File: config.mk
export PLATFORM = sky130hd
export DESIGN_NAME = v3au_front
export DESIGN_NICKNAME = d
export VERILOG_FILES = /design/src/rtl/v3au_pkg.sv /design/src/rtl/v3au_front.sv
export SDC_FILE = /design/constraint.sdc
export NUM_CORES = 1
export LEC_CHECK = 0
export BUFFER_PORTS_ARGS = -buffer_cell sky130_fd_sc_hd__buf_2
export CAP_MARGIN = 20
export CORE_ASPECT_RATIO = 0.75
export CORE_MARGIN = 8
export CORE_UTILIZATION = 52
export CTS_CLUSTER_DIAMETER = 200
export DETAILED_ROUTE_END_ITERATION = 6
export PLACE_DENSITY_LB_ADDON = 0.2
export SYNTH_ARGS = -nofsm -noshare
export SYNTH_HDL_FRONTEND = slang
export SYNTH_SLANG_ARGS = --single-unit
File: constraint.sdc
create_clock -name clk_i -period 12.7 [get_ports clk_i]
set_input_delay 2.54 -clock clk_i [delete_from_list [all_inputs] [get_ports clk_i]]
set_output_delay 2.54 -clock clk_i [all_outputs]
set_load 0.005 [all_outputs]
File: src/rtl/v3au_pkg.sv
`default_nettype none

package v3au_pkg;

  localparam int unsigned DataW = 32;

  localparam logic [3:0] ACT_ADD   = 4'd0;
  localparam logic [3:0] ACT_SUB   = 4'd1;
  localparam logic [3:0] ACT_MUL   = 4'd2;
  localparam logic [3:0] ACT_DIV   = 4'd3;
  localparam logic [3:0] ACT_CROSS = 4'd4;
  localparam logic [3:0] ACT_DOT   = 4'd5;
  localparam logic [3:0] ACT_LEN   = 4'd6;
  localparam logic [3:0] ACT_LENSQ = 4'd7;
  localparam logic [3:0] ACT_NORM  = 4'd8;

  typedef enum logic [3:0] {
    OP_ADD,
    OP_SUB,
    OP_MUL,
    OP_DIV,
    OP_CROSS,
    OP_DOT,
    OP_LEN,
    OP_LENSQ,
    OP_NORM,
    OP_NONE
  } op_e;

  typedef enum logic [2:0] {
    BS_IDLE,
    BS_MUL,
    BS_MUL2,
    BS_SUM,
    BS_SQRT,
    BS_DIV,
    BS_OUT
  } back_state_e;

  typedef struct packed {
    op_e                     op;
    logic signed [DataW-1:0] ax;
    logic signed [DataW-1:0] ay;
    logic signed [DataW-1:0] az;
    logic signed [DataW-1:0] bx;
    logic signed [DataW-1:0] by;
    logic signed [DataW-1:0] bz;
  } item_t;

  typedef struct packed {
    logic load;
    logic step;
  } div_ctl_t;

endpackage

`default_nettype wire

File: src/rtl/v3au_front.sv
`default_nettype none

module v3au_front (
  input  wire logic               clk_i,
  input  wire logic               rst_ni,
  input  wire logic               in_valid_i,
  output logic                    in_stall_o,
  input  wire logic [3:0]         action_i,
  input  wire logic signed [31:0] ax_i,
  input  wire logic signed [31:0] ay_i,
  input  wire logic signed [31:0] az_i,
  input  wire logic signed [31:0] bx_i,
  input  wire logic signed [31:0] by_i,
  input  wire logic signed [31:0] bz_i,
  output v3au_pkg::item_t         item_o,
  output logic                    item_valid_o,
  input  wire logic               item_pop_i
);
  import v3au_pkg::*;

  item_t      entry_q [2];
  item_t      entry_d;
  logic       wr_ptr_q;
  logic       rd_ptr_q;
  logic [1:0] count_q;
  logic       push;
  op_e        op;

  always_comb begin
    case (action_i)
      ACT_ADD:   op = OP_ADD;
      ACT_SUB:   op = OP_SUB;
      ACT_MUL:   op = OP_MUL;
      ACT_DIV:   op = OP_DIV;
      ACT_CROSS: op = OP_CROSS;
      ACT_DOT:   op = OP_DOT;
      ACT_LEN:   op = OP_LEN;
      ACT_LENSQ: op = OP_LENSQ;
      ACT_NORM:  op = OP_NORM;
      default:   op = OP_NONE;
    endcase
  end

  assign entry_d      = '{op: op, ax: ax_i, ay: ay_i, az: az_i, bx: bx_i, by: by_i, bz: bz_i};
  assign in_stall_o   = (count_q == 2'd2);
  assign push         = in_valid_i && !in_stall_o;
  assign item_valid_o = (count_q != 2'd0);
  assign item_o       = entry_q[rd_ptr_q];

  always_ff @(posedge clk_i or negedge rst_ni) begin
    if (!rst_ni) begin
      wr_ptr_q <= 1'b0;
      rd_ptr_q <= 1'b0;
      count_q  <= 2'd0;
    end else begin
      if (push) begin
        wr_ptr_q <= !wr_ptr_q;
      end
      if (item_pop_i) begin
        rd_ptr_q <= !rd_ptr_q;
      end
      count_q <= count_q + {1'b0, push} - {1'b0, item_pop_i};
    end
  end

  always_ff @(posedge clk_i) begin
    if (push) begin
      entry_q[wr_ptr_q] <= entry_d;
    end
  end

endmodule

`default_nettype wire

After elaboration in Yosys (flattened, before gate mapping):

Memories as Yosys holds them, arrays and structs flattened.
Index checks and enable logic that the tools add are counted.

* bits in writable memories: 392
* register bits after elaboration: 4
* word-level logic and storage cells: 15
* bits in read-only memories: 64
* bits of input ports: 200
* memories kept: 2

Memories
* entry_q: depth 2, bits a word 196, rd ports 1, clocked after memory_dff 0, write ports 1, line v3au_front.sv:21 `item_t entry_q [2];`
* (no name shown): depth 16, bits a word 4, rd ports 1, clocked after memory_dff 0, write ports 0, line v3au_front.sv:30 `case (action_i)`

* reduce and logical (&&, ||, !) cells: 5
* $add $sub $neg: 2
* eq/ne operators: 1
* multiplexer cells: 2

Operator list (number)
* $logic_not A1 Y1: 3
* $add A2 B1 Y2: 1
* $eq A2 B2 Y1 const B: 1
* $mux W1: 2
* $reduce_bool A2 Y1: 1
* $sub A2 B1 Y2: 1
* $logic_and A1 B1 Y1: 1

Logic depth before layout (Yosys ltp):

Gate-level depths: netlist of the first run.

* word-level depth: 5
* mapped depth: 7
* mapped depth without buffers: 7

Worst setup path after synthesis of the first run:

Ideal clock, no wire load.

* path kind: input to register
* start point: input in_valid_i
* end point: memory entry_q[0][0] (netlist name) (enable)
* arrival: 10760 ps
* cell stages on the path: 2
* setup slack: 1185 ps
* setup time: 755 ps
* required time: 11945 ps
* cell sequence: nand2_1 nor2_1

* cells in the longest elaborated chain, start to end: 3

Ends and longest elaborated chain
* start, declared: line v3au_front.sv:6 `input wire logic in_valid_i,`
* $logic_and A1 B1 Y1: line v3au_front.sv:46 `assign push = in_valid_i && !in_stall_o;`
* $mux W1: line v3au_front.sv:67 `if (push) begin`
* $mux W1 (not written as such): line v3au_front.sv:68 `entry_q[wr_ptr_q] <= entry_d;`
* end, declared: line v3au_front.sv:21

Every way passes these cells.

==> Implementation_results.wiki, run 1 <==
{| class="wikitable"
! Metric !! Value
|-
| Number of cells on the worst reg-to-reg path || 4
|-
| Synth cell types || 17
|-
| Initial antenna violation count || 10
|-
| Overall routed net length || 32,200 um
|-
| Y dimension of the die || 163 um
|-
| Ports || 398
|-
| Synth Instances || 631
|-
| HPWL after detailed placement || 22,500 um
|-
| Overflow after GRT || 0
|-
| F_max || 163 MHz
|-
| Areal power density over the cells || 229 mW/mm^2
|-
| Total Power Consumption || 4.24 mW
|-
| Port buffer count || 397
|-
| GRT Max-Usage Layer || met2
|-
| Beginning of the worst hold path || count_q[1]
|-
| Global-route usage over all layers || 0.178
|-
| Floorplan die width || 211 um
|-
| Headroom to the max-slew limit || 0.238
|-
| Synth Cell Area || 0.0149 mm^2
|-
| Count of state elements after synthesis || 396
|-
| Ratio of final minimum period to clock period || 0.482
|-
| Kind of critical path || flip-flop to output pin
|-
| Max-slew violation count || 0
|-
| Starting utilization of the core area || 0.530
|-
| Path class of the lowest-slack min-delay path || flip-flop to flip-flop
|-
| Min cycle time layout || 6.12 ns
|-
| Startpoint type of the worst setup path || flip-flop
|-
| Synthesized area per cell || 23.6 um^2
|-
| Initial DRT Pass Iterations || 5
|-
| Die outline area || 0.0344 mm^2
|-
| Clock buffer depth || 3
|-
| Most common library cell in the layout ignoring fill and taps || sky130_fd_sc_hd__buf_2
|-
| Maximum VDD drop || 0.206 mV
|-
| Total Negative Setup Slacks || 0 ns
|-
| Postcts setup bufs || 0
|-
| Grt met2 use || 0.295
|-
| Data required time of the critical path || 10.16 ns
|-
| Share of cells above drive strength 1 || 0.608
|-
| Actual slew at the worst max-slew pin || 1.14 ns
|-
| Unrepaired setup endpoints after global routing || no
|-
| Area grow syn2layout || 24.2%
|-
| Sequential-to-total area share from yosys stat || 0.797
|-
| Clock slew seen by the registers of the worst setup and hold paths || 0.06 ns
|-
| Leakage || 7.29 nW
|-
| Vias in the first global route || 7,593
|-
| Reg-to-reg critical path startpoint || count_q[1]
|-
| Remaining antenna violation count after routing || 0
|-
| Grt met1 use || 0.217
|-
| Clock tree from TritonCTS || yes
|-
| Number of vias after detailed routing || 7,303
|-
| Worst min-delay path endpoint || count_q[1]
|-
| Site row count || 53
|-
| Number of nets in the synthesized netlist || 833
|-
| Register-to-Register Setup Slack || 9.88 ns
|-
| Final core utilization || 0.658
|-
| First-pass GRT wire length || 46,000 um
|-
| Root Buffer Master || sky130_fd_sc_hd__clkbuf_16
|-
| Number of sinks driven by the clock tree || 396
|-
| Weighted congestion at the end of routability-driven global placement || 0.746
|-
| Number of buffers inserted during clock tree synthesis || 40
|-
| Count of H-tree levels built during CTS || 2
|-
| Arrival time at the worst endpoint || 3.58 ns
|-
| Global routing usage on met3 || 0.0725
|-
| Maximum number of pins on one net before global-route repair || 165
|-
| Worst skew pair latency || 0.52 ns
|-
| Endpoint kind of the worst setup timing path || output pin
|-
| Total of max-cap violations || 0
|-
| Residual DRC || 0
|-
| Largest fanout on the critical path || 66
|-
| Core box area || 0.0281 mm^2
|-
| Number of DRC violations after detailed-routing iteration 0 || 479
|-
| Post-Route Skew || 0.0121 ns
|-
| Post-CTS sizing || 0
|-
| Commonest cells after routing, fill and taps aside || sky130_fd_sc_hd__buf_2 (397), sky130_fd_sc_hd__edfxtp_1 (392), sky130_fd_sc_hd__mux2_4 (130)
|-
| Cts hold-fix bufs || 0
|-
| R2r endpoint || entry_q[0][142]
|-
| Average wire length per cell after detail routing || 21.9 um
|-
| Final Hold Violating Endpoints || 0
|-
| Number of warnings printed during yosys synthesis || 0
|-
| # nets final || 1,256
|-
| Number of failing setup endpoints in the final timing report || 0
|-
| Run status || completed
|-
| Number of instances on the worst hold path || 1
|-
| Via density per instance || 4.95
|}
flip-flops by register name, indices dropped and copies added, names as in the netlist:
name and flops:
entry_q 392, count_q 2, rd_ptr_q 1, wr_ptr_q 1
worst max path at each step:
| stage | cells after the start | slack (ns) | endpoint | from |
|---|---|---|---|---|
| finish | 4 | 6.58 | item_o[127] | rd_ptr_q |
| global route | 4 | 6.41 | item_o[2] | rd_ptr_q |
| CTS | 4 | 6.52 | item_o[53] | rd_ptr_q |
| detailed placement | 4 | 7.09 | item_o[53] | rd_ptr_q |
| global placement | 4 | 7.07 | item_o[53] | rd_ptr_q |
| floorplan | 2 | 1.19 | entry_q[0][0] | in_valid_i |
layer usage:
| metal | vias to the layer above | share of wire |
|---|---|---|
| met2 | 287 | 0.49 |
| met4 | 14 | 0.014 |
| li1 | 3375 | - |
| met3 | 47 | 0.098 |
| met1 | 3580 | 0.40 |
| met5 | - | 0.0023 |
report_power, final:
part           total (mW)  internal, mW  switching, mW
sequential           1.87          1.79         0.0779
combinational        1.26         0.645          0.616
clock                1.11         0.651          0.463
total                4.24          3.09           1.16
cells in the mapped netlist:
cell	count	area, um^2
sky130_fd_sc_hd__and3_1	1	6.26
sky130_fd_sc_hd__buf_2	6	30.0
sky130_fd_sc_hd__buf_6	16	180
sky130_fd_sc_hd__dfrtp_1	4	100
sky130_fd_sc_hd__edfxtp_1	392	11800
sky130_fd_sc_hd__ha_1	2	25.0
sky130_fd_sc_hd__inv_1	2	7.51
sky130_fd_sc_hd__mux2_2	66	743
sky130_fd_sc_hd__mux2_4	130	1950
sky130_fd_sc_hd__nand2_1	1	3.75
sky130_fd_sc_hd__nand2b_1	2	12.5
sky130_fd_sc_hd__nor2_1	1	3.75
sky130_fd_sc_hd__nor2b_1	2	12.5
sky130_fd_sc_hd__o21ai_0	1	5.00
sky130_fd_sc_hd__or2_2	1	6.26
sky130_fd_sc_hd__xnor2_1	3	26.3
sky130_fd_sc_hd__xor2_1	1	8.76
per-stage QoR:
step	setup WS [ns]	hold slack (ns)	std cells	instance area, um^2
after floorplan	1.19	0.460	631	14900
after global placement	7.07	0.492	1397	17200
after detailed placement	7.09	0.502	1397	17200
after CTS	6.52	0.514	1470	18500
after global routing	6.41	0.524	1473	18500
final	6.58	0.512	1474	18500
worst max-delay path: stages (launching register included):
cell	delay, ns
sky130_fd_sc_hd__dfrtp_4	0.62
sky130_fd_sc_hd__buf_4	0.84
sky130_fd_sc_hd__buf_4	0.94
sky130_fd_sc_hd__mux2_4	0.35
sky130_fd_sc_hd__buf_2	0.14
area by class of cell:
cell class | count | area [um^2]
diodes | 4 | 10.0
clock buffers | 50 | 1090
clock inverters | 23 | 171
fillers | 2004 | 9620
inverters | 2 | 7.51
multi-input cells | 211 | 2820
flip-flops and latches | 396 | 11900
well taps | 385 | 482
repair buffers | 403 | 2040
cells by family (layout without fill, tap and decap cells):
family / after synthesis / in the layout / synth area share
compound gates: 1 / 1 / 0.000336
simple gates: 8 / 8 / 0.00302
flops: 396 / 396 / 0.797
fa+ha+maj: 2 / 2 / 0.00168
other cells: 0 / 4 / 0
xor+xnor: 4 / 4 / 0.00235
buf+inv: 24 / 478 / 0.0146
mux: 196 / 196 / 0.181
(Power assumes the default switching activity.)
==> run 2: changes to the inputs <==
CORE_UTILIZATION = 47   (was 52)
clock period = 5.5 ns   (was 12.7 ns; I/O delays follow)
==> Implementation_results.wiki, run 2 (same netlist as run 1, synthesis figures left out) <==
{| class="wikitable"
! Metric !! Value
|-
| Worst stage delay on the critical path || 0.81 ns
|-
| Global-route usage over all layers || 0.162
|-
| Count of H-tree levels built during CTS || 2
|-
| Clock tree from TritonCTS || yes
|-
| Number of vias after detailed routing || 7,319
|-
| Y dimension of the die || 170 um
|-
| Number of buffer and inverter stages on the critical path || 2
|-
| Worst setup timing slack at the placement stage || 2.41 ns
|-
| Starting utilization of the core area || 0.477
|-
| F_max || 276 MHz
|-
| Number of sinks driven by the clock tree || 396
|-
| Leakage || 7.23 nW
|-
| Port buffer count || 397
|-
| Final cell count without fillers || 1,485
|-
| Design Area, Final || 0.0184 mm^2
|-
| Total Negative Setup Slacks || 0 ns
|-
| Cts hold-fix bufs || 0
|-
| Largest registers || entry_q x392, count_q x2
|-
| Areal power density over the cells || 520 mW/mm^2
|-
| Actual slew at the worst max-slew pin || 0.781 ns
|-
| Share of cells above drive strength 1 || 0.602
|-
| Min cycle time layout || 3.62 ns
|-
| First-pass GRT wire length || 46,800 um
|-
| Final Hold Violating Endpoints || 0
|-
| Vias in the first global route || 7,720
|-
| Post-Route Skew || 0.0141 ns
|-
| Kind of cell adding the most delay to the critical path || flip-flops
|-
| Clock buffer depth || 3
|-
| Area grow syn2layout || 23.7%
|-
| # nets final || 1,256
|-
| Initial DRT Pass Iterations || 6
|-
| Die outline area || 0.0377 mm^2
|-
| Weighted congestion at the end of routability-driven global placement || 0.758
|-
| Ports || 398
|-
| Root Buffer Master || sky130_fd_sc_hd__clkbuf_16
|-
| Most common library cell in the layout ignoring fill and taps || sky130_fd_sc_hd__buf_2
|-
| Average wire length per cell after detail routing || 21.6 um
|-
| Run status || completed
|-
| Max-slew violation count || 0
|-
| Site row count || 56
|-
| Placed Area || 0.0173 mm^2
|-
| Standard cell with the maximum stage delay on the critical path || sky130_fd_sc_hd__dfrtp_4
|-
| Maximum VDD drop || 0.376 mV
|-
| Ratio of final minimum period to clock period || 0.659
|-
| Clock slew seen by the registers of the worst setup and hold paths || 0.06 ns
|-
| Path class of the lowest-slack min-delay path || input port to asynchronous set/reset pin
|-
| Setup WS post-layout || 1.88 ns
|-
| Commonest cells after routing, fill and taps aside || sky130_fd_sc_hd__buf_2 (397), sky130_fd_sc_hd__edfxtp_1 (392), sky130_fd_sc_hd__mux2_4 (130)
|-
| HPWL after detailed placement || 22,300 um
|-
| Post-CTS sizing || 0
|-
| Postcts setup bufs || 0
|-
| Number of filler instances in the final layout || 2,370
|-
| Kind of critical path || flip-flop to output pin
|-
| Number of buffers inserted during clock tree synthesis || 39
|-
| Startpoint type of the worst setup path || flip-flop
|-
| Residual DRC || 0
|-
| Max FFs per register || 392
|-
| Headroom to the max-slew limit || 0.480
|-
| Largest fanout on the critical path || 85
|-
| Number of cells in the design after placement || 1,419
|-
| Arrival time at the worst endpoint || 2.52 ns
|-
| Register with the most flip-flops || entry_q
|-
| Ordered cell list for the critical path || buf_12 -> mux2_4 -> buf_2
|-
| Maximum number of pins on one net before global-route repair || 109
|-
| Overflow after GRT || 0
|-
| Number of failing setup endpoints in the final timing report || 0
|-
| Final core utilization || 0.589
|-
| Number of DRC violations after detailed-routing iteration 0 || 525
|-
| Floorplan die width || 222 um
|-
| Smallest hold slack || 0.380 ns
|-
| Total Power Consumption || 9.58 mW
|-
| Via density per instance || 4.93
|-
| Total of max-cap violations || 0
|-
| Endpoint kind of the worst setup timing path || output pin
|-
| Overall routed net length || 32,000 um
|-
| Data required time of the critical path || 4.40 ns
|-
| Unrepaired setup endpoints after global routing || no
|-
| Core box area || 0.0313 mm^2
|-
| Remaining antenna violation count after routing || 0
|-
| Initial antenna violation count || 9
|-
| Worst skew pair latency || 0.52 ns
|}
-- run 2: final timing paths --
| path | startpoint | to | slack (ns) | cells past startpoint |
|---|---|---|---|---|
| max | rd_ptr_q | item_o[113] | 1.88 | 3 |
| min | rst_ni | wr_ptr_q | 0.38 | 1 |
| max reg2reg | count_q[1] | entry_q[0][117] | 3.07 | 5 |
| min reg2reg | count_q[1] | count_q[1] | 0.51 | 1 |
| max in group asynchronous | rst_ni | rd_ptr_q | 4.98 | 1 |
| min in group clk_i | count_q[1] | count_q[1] | 0.51 | 1 |
-- run 2: power by group --
part / total, mW / switching (mW) / internal, mW
clock network: 2.37 / 1.01 / 1.36
registers: 4.34 / 0.209 / 4.13
logic: 2.88 / 1.39 / 1.49
total: 9.58 / 2.61 / 6.98
-- run 2: layout make-up --
type	instances	area (um^2)	area share
clock buffer	55	1080	0.0585
timing repair buffer	404	2090	0.113
multi-input combinational	211	2820	0.153
clock inverter	9	40.0	0.00217
tap	406	508	0.0276
inverter	2	7.51	0.000408
sequential	396	11900	0.645
antenna	2	5.00	0.000272
-- run 2: routing by layer --
layer	vias up	track usage	wire length, um
li1	3367	-	-
met1	3598	0.204	13400
met2	276	0.263	15300
met3	64	0.0559	2470
met4	14	0.0512	745
met5	-	0	77
